## src/ssdw_pkg.sv

```systemverilog
// ----------------------------------------------------------------------------
// Seven-segment writer package
// Shared item types, digit constants and the segment code table.
// ----------------------------------------------------------------------------
package ssdw_pkg;

    localparam int DIGIT_COUNT_DEFAULT = 6;
    localparam int DIGIT_MAX           = 8;
    localparam int DIGIT_IDX_W         = 3;
    localparam int VALUE_W             = 32;

    localparam logic [VALUE_W-1:0] RECIP_TEN = 32'hCCCC_CCCD;
    localparam int                 RECIP_SHIFT = 35;
    localparam logic [7:0]         POINT_BIT = 8'h80;

    typedef struct packed {
        logic [VALUE_W-1:0] value;
        logic [2:0]         point_position;
    } t_in_item;

    typedef struct packed {
        logic [2:0] digit_register;
        logic [7:0] segment_data;
        logic       last_write;
    } t_out_item;

    typedef logic [DIGIT_MAX-1:0][3:0] t_digits;

    typedef struct packed {
        logic               valid;
        logic [VALUE_W-1:0] quot;
        t_digits            digits;
        logic [2:0]         point;
    } t_link;

    function automatic logic [7:0] seg_code(input logic [3:0] digit);
        logic [7:0] code;
        case (digit)
            4'd0:    code = 8'h7E;
            4'd1:    code = 8'h30;
            4'd2:    code = 8'h6D;
            4'd3:    code = 8'h79;
            4'd4:    code = 8'h33;
            4'd5:    code = 8'h5B;
            4'd6:    code = 8'h5F;
            4'd7:    code = 8'h70;
            4'd8:    code = 8'h7F;
            4'd9:    code = 8'h7B;
            default: code = 8'h00;
        endcase
        return code;
    endfunction

endpackage

```

## src/ssdw_seq.sv

```systemverilog
// ----------------------------------------------------------------------------
// Display write sequencer
// Emits the blanking writes and then the segment writes of one converted item.
// ----------------------------------------------------------------------------
module ssdw_seq #(
    parameter int DIGIT_COUNT = ssdw_pkg::DIGIT_COUNT_DEFAULT
) (
    input  logic               i_clk,
    input  logic               i_rst_n,
    input  ssdw_pkg::t_link    i_link,
    output logic               o_ready,
    output logic               o_valid,
    output ssdw_pkg::t_out_item o_item,
    input  logic               i_stall
);
    import ssdw_pkg::*;

    localparam int                STEP_W    = $clog2(2*DIGIT_COUNT);
    localparam logic [STEP_W-1:0] LAST_STEP = STEP_W'(2*DIGIT_COUNT-1);
    localparam logic [STEP_W-1:0] D_STEP    = STEP_W'(DIGIT_COUNT);

    logic              r_busy;
    logic [STEP_W-1:0] r_step;
    t_digits           r_digits;
    logic [2:0]        r_point;

    logic              w_last;
    logic              w_blank;
    logic [3:0]        w_j;
    logic [3:0]        w_pos;
    logic [7:0]        w_data;

    assign w_last  = r_step == LAST_STEP;
    assign o_ready = !r_busy || (!i_stall && w_last);
    assign o_valid = r_busy;

    always_comb begin
        w_blank = r_step < D_STEP;
        w_j     = 4'(STEP_W'(r_step - D_STEP));
        if (w_blank) begin
            w_pos  = 4'(r_step) + 4'd1;
            w_data = 8'h00;
        end else begin
            w_pos  = 4'(DIGIT_COUNT) - w_j;
            w_data = seg_code(r_digits[w_j[DIGIT_IDX_W-1:0]]);
            if (r_point != 3'd0 && 4'(r_point) == w_j) begin
                w_data = w_data | POINT_BIT;
            end
        end
    end

    assign o_item = '{digit_register: w_pos[2:0], segment_data: w_data, last_write: w_last};

    always_ff @(posedge i_clk) begin
        if (!i_rst_n) begin
            r_busy <= 1'b0;
            r_step <= '0;
        end else if (o_ready && i_link.valid) begin
            r_busy <= 1'b1;
            r_step <= '0;
        end else if (r_busy && !i_stall) begin
            if (w_last) begin
                r_busy <= 1'b0;
            end else begin
                r_step <= r_step + 1'b1;
            end
        end
        if (o_ready && i_link.valid) begin
            r_digits <= i_link.digits;
            r_point  <= i_link.point;
        end
    end

endmodule

```

## config.mk

```make
export PLATFORM = sky130hd
export DESIGN_NAME = ssdw_seq
export DESIGN_NICKNAME = d
export VERILOG_FILES = /design/src/ssdw_pkg.sv /design/src/ssdw_seq.sv
export SDC_FILE = /design/constraint.sdc
export NUM_CORES = 1
export LEC_CHECK = 0
export BUFFER_PORTS_ARGS = -buffer_cell sky130_fd_sc_hd__buf_2
export CORE_MARGIN = 2
export CORE_UTILIZATION = 46
export CTS_CLUSTER_SIZE = 14
export DETAILED_ROUTE_END_ITERATION = 8
export PLACE_DENSITY = 0.78
export SETUP_SLACK_MARGIN = 0.5
export SYNTH_ARGS = -nofsm -noshare
export SYNTH_HDL_FRONTEND = slang
export SYNTH_SLANG_ARGS = --single-unit
```

## constraint.sdc

```tcl
create_clock -name i_clk -period 3 [get_ports i_clk]
set_clock_uncertainty 0.15 [all_clocks]
set_input_delay 0.3 -clock i_clk [delete_from_list [all_inputs] [get_ports i_clk]]
set_output_delay 0.3 -clock i_clk [all_outputs]
set_load 0.02 [all_outputs]
```

* Yosys cells after proc, flatten, opt, wreduce, memory -nomap -nowiden
Memories as Yosys holds them, arrays and structs flattened. Index checks and enable logic that the tools add are counted.
Operators by class: add/subtract/negate cells 3, multipliers 0, div/mod/pow operators 0, magnitude comparators 2, equality and inequality tests 2, shifts and indexed selects 0, mux-type cells 8, bitwise logic cells 2, reduce and logical (&&, ||, !) cells 13
Operators with widths (number):
- $mux W8 | 2
- $bmux W4 S3 | 1
- $add A4 B1 Y4 const B | 1
- $eq A3 B4 Y1 | 1
- $eq A4 B4 Y1 const B | 1
- $logic_and A1 B1 Y1 | 4
- $lt A3 B4 Y1 const B | 1
- $lt A4 B3 Y1 const B | 1
- $mux W4 | 1
- $reduce_and A2 Y1 | 2
- $reduce_bool A2 Y1 | 2
- $sub A4 B3 Y4 const B | 1
- $mux W1 | 3
- $mux W3 | 1
- $reduce_bool A3 Y1 | 1
- $sub A3 B3 Y3 const A | 1
- $logic_not A1 Y1 | 2
- $not A1 Y1 | 2
- $reduce_or A2 Y1 | 1
- $logic_or A1 B1 Y1 | 1
Storage, ports and cells: flip-flop bits (word level) 40, bits in latches 0, RAM bits 0, bits in read-only memories 112, bits of input ports 71, logic and storage cells 42, memories 1
Memories:
- (name not given) | depth 16, bits a word 7, rd ports 1, clocked after Yosys merged registers in 0, wr ports 0, line ssdw_pkg.sv:38 | case (digit)

* Logic depth before layout (Yosys ltp)
Gate-level depths: netlist (run 1).
depth in word-level cells 6, depth in mapped cells 8, depth with buffers taken out 7

* Least setup slack after synthesis (run 1)
OpenSTA, ideal clock, no wires.
path type flip-flop to flip-flop, start reg r_step[1], end reg r_digits[0] (netlist name), enable pin, arrival time 2388 ps, required time 2455 ps, slack 67 ps, stages on the path, launching flop included 5, path through dfxtp_1 > ha_1 > nand3b_1 > o21ai_0 > and2_1
On the way: longest elaborated chain between the ends 4
RTL lines:
- start: declaration | line ssdw_seq.sv:23 | logic [STEP_W-1:0] r_step;
- start signal: assignment | line ssdw_seq.sv:65 | r_step <= r_step + 1'b1;
- $eq A4 B4 Y1 | line ssdw_seq.sv:33 | assign w_last = r_step == LAST_STEP;
- $logic_and A1 B1 Y1 | line ssdw_seq.sv:34 | assign o_ready = !r_busy || (!i_stall && w_last);
- $logic_or A1 B1 Y1 | line ssdw_seq.sv:34
- net o_ready | line ssdw_seq.sv:11 | output logic o_ready,
- $logic_and A1 B1 Y1 | line ssdw_seq.sv:68 | if (o_ready && i_link.valid) begin
- end signal: assignment | line ssdw_seq.sv:69 | r_digits <= i_link.digits;
- end: declaration | line ssdw_seq.sv:24 | t_digits r_digits;
The timed path passes the listed nets, and every way through them passes these cells. A chain may end at the register's enable or synchronous reset.

==> results.md, run 1 <==
- On the worst path, the slowest cell contributes a delay of 0.38 ns.
- In this run, distinct cell masters in the synthesized netlist total 32.
- During synthesis, Yosys emitted a total of 0 warnings.
- The launching element type of the critical path is a register.
- The final non-filler cell area is 2700 um2.
- The most frequent cell on the critical path is sky130_fd_sc_hd__mux2i_4.
- The root buffer cell chosen for the clock tree is sky130_fd_sc_hd__clkbuf_8.
- The most frequent standard cell in the layout excluding fill and tap cells is sky130_fd_sc_hd__buf_2.
- The per-cell routed wire length is 15.4 um.
- The critical path goes through ha_4, mux4_2, mux2i_4, ha_2, inv_2, mux2i_4, o32ai_2, buf_4.
- The die area is 4630 um2.
- The average cell area after synthesis is 15.2 um2.
- The first routing iteration left 32 violations.
- The initial standard-cell utilization of the core is 47.5%.
- The die extent in x is 68.0 um.
- The post-route minimum period is 2.81 ns.
- The final weighted congestion in routability-driven placement is 0.732.
- The floorplan has 23 rows.
- The sink count of the clock tree is 40.
- The via count normalized by instance count is 5.14.
- The placed cell area is 2330 um2.
- The data arrival at the endpoint of the critical path is 2.36 ns.
- The number of global-route vias before repair was 1261.
- The fraction of layout instances using a drive strength above 1 is 61.1%.
- The tool flagged a number of max-cap violations equal to 0.
- Data on the critical path is required at its endpoint by 2.55 ns.
- The fraction of registers with async set/reset is 0%.
- For this run, design rule violations remaining after detail routing come to 0.
- Measured against its own limit, the worst slew margin works out to 74.6%.
- The final setup TNS is 0 ns.
- The cell area after synthesis is 1890 um2.
- The detailed router placed 1274 vias in this run.
- The synthesized design contains 35 enable-type register cells.
- For this run, the total global-route usage over all layers was measured as 17.5%.
- The most used flip-flop cell after synthesis is sky130_fd_sc_hd__edfxtp_1.
- Prior to clock tree synthesis, the placed netlist has a worst setup slack of 0.191 ns.
- The pre-antenna-repair detailed-routing pass consisted of 4 iterations.
- The core occupancy in the finished layout is 68.1%.
- The ratio of total power to cell area is 448 nW/um2.
- The count of endpoints failing hold in the final timing report came to 0.
- The antenna violation net count after detailed routing is 0.
- The critical path is of the reg2out type.
- The register clock-pin slew on the reported worst setup and hold paths is 0.07 ns.
- Wires add up to 3810 um.
- The flow ran to the end, and the final reports show no timing, DRC or antenna violations.
- At the pin with the least slew margin, the transition time is 0.373 ns.
- The height of the chip is 68.0 um.
- The analysis attributes to cell leakage a power of 1.03 nW.
- The number of cells produced by synthesis is 124.
- In this run the deepest clock path goes through 2 buffers.
- When the netlist entered floorplanning its net count stood at 203.
- The core region is 3970 um2.
- Across the VDD grid, the largest voltage drop is 0.358 mV.
- Counting the buffers created by CTS gives 5.
- Setup repair after global routing could not meet its margin everywhere.
- The class of the worst hold path is in2reg.
- The clock tree synthesis step divided the H-tree into 2 levels.
- TritonCTS built the clock tree.
- Entering global routing, the biggest net connects 36 pins.
- The global-route wire length before repair is 5730 um.
- Setup violations remaining at the end of the flow were counted as 0.
- The top cell types in the final layout, fill and taps aside, are 44 x sky130_fd_sc_hd__buf_2, 35 x sky130_fd_sc_hd__edfxtp_1, 20 x sky130_fd_sc_hd__buf_4, 8 x sky130_fd_sc_hd__mux4_2, 7 x sky130_fd_sc_hd__nor2_1.
- The worst-path maximum fanout is 6.
- The flip-flop and latch count after synthesis is 40.
- The global-route congestion overflow total is 0.
- The highest attainable clock frequency is 355 MHz.
- Setup slack closes at 0.186 ns.
- The slowest stage of the critical path belongs to the cell sky130_fd_sc_hd__dfxtp_4.
- STA classifies the critical path endpoint as an output pin.
- The number of hold-repair buffers added at the cts stage is 0.
- The max-slew violation count is 0.
- Of the synthesized area, sequential elements account for 61.0%.
- Compared with the post-synthesis result, the final layout area differs by 43.3%.
- The estimated wirelength of the detail-placed design is 2650 um.
- The number of antenna diodes in the final layout is 0.
- The share of the cycle needed by the critical path after routing is 93.8%.
- The number of antenna violations at the first check in global routing was 0.
- In this run the count of I/O pins placed on the die edge is 85.
- The port buffer count is 52.
- The clock network latency to the later pin of the worst-skew pair is 0.28 ns.
- The net total in the final layout is 276.
[per-layer routing]
metal | routed length [um] | share of wire [%] | vias up | track usage [%]
met5 | 0 | 0 | - | 0
met4 | 54 | 1.4 | 0 | 6.00
met3 | 149 | 3.9 | 6 | 4.11
met2 | 2120 | 56 | 35 | 32.3
met1 | 1480 | 39 | 613 | 19.6
li1 | - | - | 620 | -
[state kept, by name, indices dropped and copies added (netlist names)]
| signal | cells |
|---|---|
| r_step | 4 |
| r_digits | 32 |
| r_point | 3 |
| o_valid | 1 |
[path summary, 6_finish.rpt]
check	from	to	slack (ns)	cells after the start
worst max-delay path	r_step[1]$_SDFFE_PP0P_	o_item[7]	0.19	8
worst min-delay path	i_link[1]	r_point[1]$_DFFE_PP_	0.04	1
worst max register to register	r_step[1]$_SDFFE_PP0P_	r_digits[10]$_DFFE_PP_	0.80	7
worst min register to register	o_valid$_SDFFE_PN0P_	o_valid$_SDFFE_PN0P_	0.47	2
[timing repair]
item,4_1_cts,5_1_grt
resized for setup,36,8
setup buffers,10,4
pin swaps,8,6
gates cloned,0,0
endpoints found under the setup margin,8,8
[Yosys cell counts, drive strengths merged, types with 2 or more instances]
| library cell | instances | area [um2] |
|---|---|---|
| o32ai | 4 | 35.0 |
| nand3b | 2 | 15.0 |
| a22oi | 2 | 15.0 |
| xor2 | 4 | 35.0 |
| buf | 4 | 25.0 |
| mux2i | 6 | 67.6 |
| edfxtp | 35 | 1050 |
| ha | 8 | 100 |
| nand4 | 2 | 12.5 |
| dfxtp | 5 | 100 |
| o21ai | 2 | 10.0 |
| inv | 8 | 30.0 |
| a21oi | 5 | 25.0 |
| xnor2 | 5 | 43.8 |
| and2 | 2 | 12.5 |
| nor2 | 7 | 26.3 |
| mux4 | 8 | 180 |
| nand3 | 3 | 15.0 |
[report_power, final]
part	total, mW	internal, mW	switching [mW]	leakage, nW
Clock	0.338	0.162	0.176	0.0460
Sequential	0.648	0.637	0.0112	0.376
Combinational	0.225	0.110	0.114	0.610
Total	1.21	0.909	0.302	1.03
[through the flow]
step                      hold slack (ns)  total power, mW  instances
after floorplan                     0.249            0.775        124
after detailed placement            0.328            0.831        226
after CTS                          0.0243             1.21        244
after global placement              0.326            0.823        226
final                              0.0352             1.21        248
after global routing               0.0189             1.26        248
[worst max-delay path, delay by kind of cell (launching register included)]
family / cells / cell delay, ns
multiplexers: 3 / 0.83
flip-flops: 1 / 0.38
buffers and inverters: 2 / 0.21
adder cells (fa/ha/maj): 2 / 0.55
AO/OA/AOI/OAI: 1 / 0.10
[kinds of logic (layout without fill, tap and decap cells)]
group | after synthesis | after routing | synth area share, %
AOI/OAI and AO/OA | 17 | 17 | 6.23
xor gates and xnor gates | 9 | 9 | 4.18
adders and majority gates | 8 | 8 | 5.31
buffers and inverters | 13 | 87 | 3.12
DFF | 40 | 40 | 61.0
muxes | 15 | 15 | 13.9
and+or+nand+nor | 22 | 22 | 6.23
[final cells by class]
class / instances / area (um2)
timing repair buffer: 71 / 458
inverter: 8 / 32.5
clock buffer: 5 / 68.8
fill: 278 / 1270
tap: 50 / 62.6
clock inverter: 3 / 17.5
multi-input combinational: 71 / 902
sequential: 40 / 1160
Power figures use the tool's default switching activity.
==> inputs of run 2 (changes only) <==
Settings changed: ABC_AREA set to 1, CORE_UTILIZATION 46 to 48, PLACE_DENSITY 0.78 to 0.79.
==> run 2 against run 1 <==
Net effect: combinational power fell by 19%; count of clock-buffer cells in the layout rose by 1; fmax rose by 14%; first-iteration DRC count rose by 120%; worst hold slack got worse by 0.0051 ns; critical path depth rose by 2; total power rose by 4.1%; sequential share of layout area fell by 2.7 points; global-route usage fell by 0.71 points; final cell count rose by 38%; synthesized area rose by 12%; clock power rose by 25%; critical endpoint is now o_item[4]; largest cell class unchanged.
==> results.md, run 2 <==
- The run finished with clean final reports.
- Power comes to 1.26 mW.
- The root buffer cell is sky130_fd_sc_hd__clkbuf_8.
- The launching element type of the critical path is a register.
- 0 antenna diodes ended up in the layout.
- The worst setup path is captured at an output pin.
- The global-route wire length before repair is 6450 um.
- The reg2reg setup slack is 0.79 ns.
- The H-tree generated during clock tree synthesis spans 2 levels.
- Walking the worst path, the cells encountered are ha_4, inv_8, o21ai_4, inv_2, ha_4, inv_4, nor2_4, nor2_4, nor2_4, buf_6.
- In the synthesized netlist, the number of instances is 216.
- The count of endpoints failing hold in the final timing report is 0.
- The register bank with the most flops is r_digits.
- The startpoint of the lowest-slack register-to-register path is r_step[1]$_SDFFE_PP0P_.
- The port buffer count is 52.
- The global-route congestion overflow total is 0.
- In this design, the critical path's most frequently occurring cell is sky130_fd_sc_hd__nor2_4.
- The top cell type's share of synthesized area is 49.9%.
- The number of antenna violations at the first check in global routing is 0.
- The depth of the worst hold-timing path is 1.
- The type of the worst setup path is reg2out.
- The initial standard-cell utilization of the core is 49.0%.
- The most frequent standard cell in the layout excluding fill and tap cells is sky130_fd_sc_hd__buf_2.
- The sink count of the clock tree is 40.
- The cell at the slowest stage of the critical path is sky130_fd_sc_hd__dfxtp_4.
- The final setup TNS is 0 ns.
- The detailed-router iteration count before antenna repair is 4.
- Including well taps, the total number of placed cells is 318.
- Counting flops with a built-in enable in the synthesized netlist gives 35.
- The final weighted congestion in routability-driven placement is 0.808.
- OpenSTA, run right after detailed placement, puts the worst setup slack at 0.277 ns.
- In this run the power density over the cells is 438 nW/um2.
- After clock tree synthesis, the clock-pin slew on the worst setup and hold paths is 0.08 ns.
- After detailed placement, the total cell area comes to 2410 um2.
- With fillers left out, the area of the finished cells amounts to 2880 um2.
- The worst pin sits at a relative slew slack of 78.6%.
- The launch point of the worst hold path is i_link[13].
- The met3 wire length is 234 um.
- The global routing usage summed across all routing layers is 16.8%.
- The area added between synthesis and finish is 36.8%.
- Counting flops with an async set or reset pin after synthesis yields a share of 0%.
- The worst path meets setup with 0.524 ns of slack.
- Leaving out fill and tap cells, the most frequent cells in the layout are 46 x sky130_fd_sc_hd__buf_2, 42 x sky130_fd_sc_hd__nand2_1, 35 x sky130_fd_sc_hd__edfxtp_1, 27 x sky130_fd_sc_hd__inv_1.
- The initialized floorplan defines 24 standard-cell rows.
- STA puts the critical path data arrival time at 2.03 ns.
- The final setup violation count is 0.
- The worst path required time is 2.55 ns.
- The die is 70.2 um wide.
- Measured on the finished design, the core utilization comes to 67.1%.
- Setup repair after global routing could not meet its margin everywhere.
- The dominant cell type by area after synthesis is sky130_fd_sc_hd__edfxtp_1.
- The post-route DRC violation count is 0.
- The die area is 4930 um2.
- Among all cell types in the netlist, the one instantiated most often is sky130_fd_sc_hd__nand2_1.
- The average cell area after synthesis is 9.75 um2.
- In the final routing, the length of wire on met1 measures 1640 um.
- After synthesis the netlist holds a flip-flop and latch count of 40.
- The fraction of layout instances using a drive strength above 1 is 46.0%.
- For the pin with the worst max-slew slack, the measured transition is 0.320 ns.
- By count the netlist is led by 46 x sky130_fd_sc_hd__nand2_1, 35 x sky130_fd_sc_hd__edfxtp_1, 30 x sky130_fd_sc_hd__inv_1, 24 x sky130_fd_sc_hd__nor2_1, 10 x sky130_fd_sc_hd__nand3_1.
- In this run the worst setup path begins at r_step[1]$_SDFFE_PP0P_.
- The height of the chip is 70.2 um.
- The clock network latency to the later pin of the worst-skew pair is 0.29 ns.
- Hold is met by 0.0302 ns.
- In this run, post-CTS hold repair placed 0 buffers.
- The synthesized netlist net count is 295.
- The highest attainable clock frequency is 404 MHz.
- The net total in the final layout is 367.
- Dividing the detail-routed via count by the number of cells gives 4.89.
- The region available for standard cell placement spans 4290 um2.
- The post-route minimum period is 2.48 ns.
- The largest registers in the layout are r_digits x32, r_step x4, r_point x3.
- For this run, the leading register cell type out of synthesis is sky130_fd_sc_hd__edfxtp_1.
- The leakage power of the design is 1.28 nW.
- The register with the most flip-flops in the layout has 32 of them.
- The via total after detailed routing is 1669.
- The number of clock buffers inserted by TritonCTS is 5.
- Leaving out filler cells and counting taps, the final layout contains 341.
- Once detailed placement completed, the half-perimeter wirelength came to 2680 um.
- The max-cap violation count is 0.
- In this run the critical register-to-register path is captured at r_digits[19]$_DFFE_PP_.
- The distinct cell type count of the synthesized netlist is 32.
- For hold timing, the worst endpoint is r_digits[10]$_DFFE_PP_.
- The peak supply drop is 0.372 mV.
- Entering global routing, the biggest net connects 36 pins.
- The cell area after synthesis is 2110 um2.
- By area the synthesized netlist is led by sky130_fd_sc_hd__edfxtp_1 50%, sky130_fd_sc_hd__nand2_1 8.2%, sky130_fd_sc_hd__inv_1 5.3%.
- In this run the deepest clock path goes through 2 buffers.
- The class of the worst hold path is in2reg.
- The clock tree from TritonCTS is yes.
- Of all nets on the critical path, the largest fanout is 7.
- The count of nets left with antenna violations once routing finished came out at 0.
- The number of global-route vias before repair is 1551.
- The worst reg2reg path depth is 8.
- The top routing layer in use is met4.
- Of the synthesized area, sequential elements account for 54.7%.
- The share of the cycle needed by the critical path after routing is 82.5%.
- In this run the count of I/O pins placed on the die edge is 85.
- The largest incremental delay on the critical path is 0.41 ns.
- Summed over all layers, the routed wires come to 4270 um.
- During synthesis, Yosys emitted a total of 0 warnings.
- The first-iteration detailed-routing DRC count is 69.
- The total met2 wirelength after detailed routing is 2310 um.
- The max-slew violation count is 0.
- After detailed routing, the average wire length per cell comes to 12.5 um.
[run 2: kinds of logic after synthesis]
| group | synth area share, % |
|---|---|
| simple gates | 23.0 |
| compound gates | 6.54 |
| flops | 54.7 |
| buf+inv | 9.39 |
| fa+ha+maj | 4.75 |
| xor+xnor | 1.66 |
[run 2: timing repair]
action	4_1_cts	5_1_grt
gates resized for setup	13	58
hold endpoints to repair	0	0
pin swaps	1	21
buffers inserted	9	6
endpoints found under the setup margin	7	6
[run 2: how the worst max path moves through the flow]
| stage | endpoint | slack [ns] | cells past startpoint |
|---|---|---|---|
| detailed placement | o_item[4] | 0.28 | 11 |
| global placement | o_item[4] | 0.31 | 11 |
| CTS | o_item[4] | 0.49 | 10 |
| floorplan | o_item[4] | 0.63 | 11 |
| global route | o_item[4] | 0.44 | 10 |
| finish | o_item[4] | 0.52 | 10 |
[run 2: critical path: cells and delay by family, from the launching register on]
family	cells	cell delay, ns
compound gates	1	0.16
simple gates	3	0.29
buf+inv	4	0.28
flops	1	0.41
fa+ha+maj	2	0.59
[run 2: per-layer routing]
layer / global-route usage, % / up-vias
li1: - / 847
met1: 18.7 / 767
met2: 29.6 / 46
met3: 4.91 / 9
met4: 7.26 / 0
met5: 0 / -
[run 2: cell type report]
| type | instances | area [um2] |
|---|---|---|
| fill | 313 | 1410 |
| sequential | 40 | 1160 |
| multi-input combinational | 137 | 938 |
| timing repair buffer | 71 | 457 |
| inverter | 33 | 153 |
| clock buffer | 6 | 72.6 |
| tap | 52 | 65.1 |
| clock inverter | 2 | 35.0 |
[run 2: power by group]
group,switching [mW],internal (mW)
Combinational,0.107,0.0757
Clock,0.177,0.247
Sequential,0.0126,0.642
Total,0.296,0.964
==> inputs of run 3 (changes only) <==
Clock period 3 ns to 2.4 ns, I/O delays scaled along.
==> run 3 against run 2 <==
Net effect: the run now ends with negative setup slack left; clock power up 2%; die area unchanged; worst hold slack better by 0.20 ns; first-iteration DRC count up 75%; register-to-register slack worse by 0.53 ns; count of clock-buffer cells in the layout down 1; flip-flop and latch count unchanged; final cell count up 17%; combinational power up 120%; setup slack worse by 0.54 ns; sequential power up 25%; sequential share of layout area down 9.1 points; critical endpoint is now o_item[6]; largest power group unchanged.
==> results.md, run 3 (same netlist as run 2, synthesis figures left out) <==
- The height of the chip is 70.2 um.
- Dividing the detail-routed wire length by the instance count gives 17.0 um.
- CTS built an H-tree with a depth of 2.
- Relative to the synthesized area, the layout overhead comes to 76.9%.
- The first detailed-routing pass ran for 4 iterations.
- The cell at the slowest stage of the critical path is sky130_fd_sc_hd__dfxtp_4.
- The signal on the critical path passes through o21ai_2, o22ai_2, inv_2, o21ai_4, inv_2, ha_4, inv_2, nor2_4, buf_4, nor2_4, buf_6.
- The number of filler instances in the final layout is 190.
- At the worst endpoint, the required time is 2.01 ns.
- In this run, flip-flops and latches consume 49.7% of the power.
- The count of endpoints failing hold in the final timing report is 0.
- The met3 usage is 4.18%.
- The estimated wirelength of the detail-placed design is 2650 um.
- The max-slew violation count was 0.
- The total number of placement rows is 24.
- The tree is rooted in a sky130_fd_sc_hd__clkbuf_8.
- The library cells used most frequently in the layout, excluding fill and tap cells, are 40 x sky130_fd_sc_hd__buf_2, 36 x sky130_fd_sc_hd__dlygate4sd3_1, 35 x sky130_fd_sc_hd__edfxtp_1, 32 x sky130_fd_sc_hd__nand2_1, 28 x sky130_fd_sc_hd__buf_6.
- The launch point of the worst hold path is i_link[67].
- Across the run, the number of max-cap violations was 0.
- The final wirelength is 6800 um.
- The register clock-pin slew on the reported worst setup and hold paths is 0.08 ns.
- The run finished, with violations left.
- In this run, placement finished with an instance count of 321.
- The analysis attributes to net switching a power of 0.440 mW.
- In this run the most used layer during global routing was met2.
- The largest incremental delay on the critical path is 0.44 ns.
- In this run the static leakage power is 1.61 nW.
- For this run the aggregate overflow at the end of global routing stands at 0.
- Static timing analysis puts the maximum clock frequency at 414 MHz.
- The combinational group share of total power is 24.1%.
- The via count normalized by instance count is 5.07.
- Entering global routing, the biggest net connects 19 pins.
- Setup violations remaining at the end of the flow were counted as 3.
- In the final layout, the share of cells above drive strength 1 is 53.2%.
- The switching fraction of total power is 26.7%.
- The post-place setup slack is 0.116 ns.
- The floorplan step defined a die boundary enclosing 4930 um2.
- STA classifies the critical path startpoint as a register.
- The clock tree from TritonCTS is yes.
- The routed design could run at a clock period as short as 2.42 ns.
- The startpoint of the lowest-slack register-to-register path is r_step[1]$_SDFFE_PP0P_.
- Power spread over the standard cell area amounts to 443 nW/um2.
- The number of clock buffers inserted by TritonCTS is 5.
- The number of antenna violations at the first check in global routing was 0.
- No sink is reached through more buffers than the 2 on the longest clock path.
- Routability-driven placement finished with a final weighted congestion of 0.838.
- The worst-case IR drop observed on VDD is 0.456 mV.
- The port buffer count is 52.
- The later pin in the worst-skew pair is clocked with a latency of 0.29 ns.
- The measured slew at the worst slew-check pin is 0.268 ns.
- The multi-input combinational cells in the finished layout cover a total of 1080 um2.
- The internal portion of the total power is 1.21 mW.
- The worst-path maximum fanout is 7.
- The first global-routing pass estimated 8780 um of wire.
- The register with the most flip-flops in the layout has 32 of them.
- The sequential cells in the finished layout cover a total of 1160 um2.
- The most critical setup path has its startpoint at r_step[0]$_SDFFE_PP0P_.
- Once layout is complete, the utilization of the core stands at 86.8%.
- The number of top-level pins is 85.
- The global routing usage summed across all routing layers is 23.0%.
- Overall power consumption after layout is estimated at 1.65 mW.
- CTS saw 40 sinks.
- The final setup slack of the worst path is -0.0181 ns.
- The reg2reg setup slack is 0.26 ns.
- In the final design database the tool counted 426 nets.
- The finished cells cover 3730 um2.
- After detailed routing, the number of remaining DRC violations is 0.
- For this block, the initial DRC count from the detailed router was 121.
- The initial standard-cell utilization of the core is 49.0%.
- The part of the total power dissipated in the clock network is 26.2%.
- For met1 alone, demand over resource in global routing was 25.4%.
- The antenna violation net count after detailed routing is 0.
- By instance count, the cell type seen most on the critical path is sky130_fd_sc_hd__inv_2.
- The detailed router placed 2029 vias in this run.
- The data arrival at the endpoint of the critical path is 2.03 ns.
- The met2 routing resource usage after global routing is 41.1%.
- The largest registers in the layout are r_digits x32, r_step x4, r_point x3.
- Leaving out fill and tap cells, the most frequent cell in the layout is sky130_fd_sc_hd__buf_2.
- The floorplan core area is 4290 um2.
- The placed cell area is 2470 um2.
- The element type at the critical path end is an output pin.
- Setup repair after global routing could not meet its margin everywhere.
- The repair_antennas step left the layout with diodes totalling 0.
- Once layout is complete, the cells apart from fillers number 400.
- The normalized max-slew margin is 82.1%.
- The critical path is of the reg2out type.
- The checks that failed: negative setup slack.
- The class of the worst hold path is in2reg.
- The die extent in x is 70.2 um.
- The number of global-route vias before repair is 1978.
- The share of the cycle needed by the critical path after routing is 101%.
- r_digits holds more flip-flops than any other register.
run 3: changes by cell type in the layout (fill, tap and decap cells not counted), moves of 4 or more:
cell	previous run	this run
sky130_fd_sc_hd__buf_2	46	40
sky130_fd_sc_hd__buf_6	7	28
sky130_fd_sc_hd__dlygate4sd3_1	0	36
sky130_fd_sc_hd__ha_1	5	1
sky130_fd_sc_hd__inv_1	27	22
sky130_fd_sc_hd__inv_2	1	8
sky130_fd_sc_hd__nand2_1	42	32
sky130_fd_sc_hd__nand2_2	7	12
sky130_fd_sc_hd__nand2_4	4	10
sky130_fd_sc_hd__nand3_1	8	4
sky130_fd_sc_hd__nor2_2	4	11
sky130_fd_sc_hd__nor2_4	9	5
run 3: worst max-delay path: cells and delay by family, from the launching register on:
kind | cells | cell delay (ns)
flip-flops | 1 | 0.44
AND/OR/NAND/NOR | 2 | 0.12
adder cells (fa/ha/maj) | 1 | 0.27
buffers and inverters | 5 | 0.44
AO/OA/AOI/OAI | 3 | 0.47
run 3: worst paths after layout:
check / end / cells after the start
max: o_item[6] / 11
max reg2reg: r_digits[21]$_DFFE_PP_ / 9
min: r_step[2]$_SDFFE_PP0P_ / 5
min reg2reg: r_step[3]$_SDFFE_PP0P_ / 2
run 3: per-layer routing:
layer / wire length [um] / vias up
li1: - / 964
met1: 2450 / 961
met2: 3790 / 80
met3: 287 / 24
met4: 273 / 0
met5: 0 / -
run 3: layout make-up:
class | count | area share, %
clock buffer | 5 | 1.85
clock inverter | 3 | 0.504
inverter | 33 | 3.76
multi-input combinational | 137 | 29.0
sequential | 40 | 31.2
tap | 52 | 1.75
timing repair buffer | 130 | 31.9
run 3: repair_timing:
item,in CTS,in global routing
endpoints found under the setup margin,49,48
resized for setup,42,76
hold buffers,36,0
pin swaps,16,30
hold endpoints to repair,36,0
cloned,2,4
buffers inserted,18,11
run 3: power by group through the flow:
stage | Combinational, mW | Sequential (mW) | Clock (mW)
after detailed placement | 0.178 | 0.834 | 0
after floorplan | 0.121 | 0.831 | 0
after CTS | 0.286 | 0.815 | 0.433
final | 0.399 | 0.820 | 0.433
after global placement | 0.174 | 0.834 | 0
after global routing | 0.423 | 0.823 | 0.469
run 3: through the flow:
stage          TNS, ns  hold WS, ns
2_1_floorplan        0        0.188
3_3_place_gp         0        0.267
3_5_place_dp         0        0.268
4_1_cts              0        0.121
5_1_grt         -0.492        0.240
6_report       -0.0289        0.227
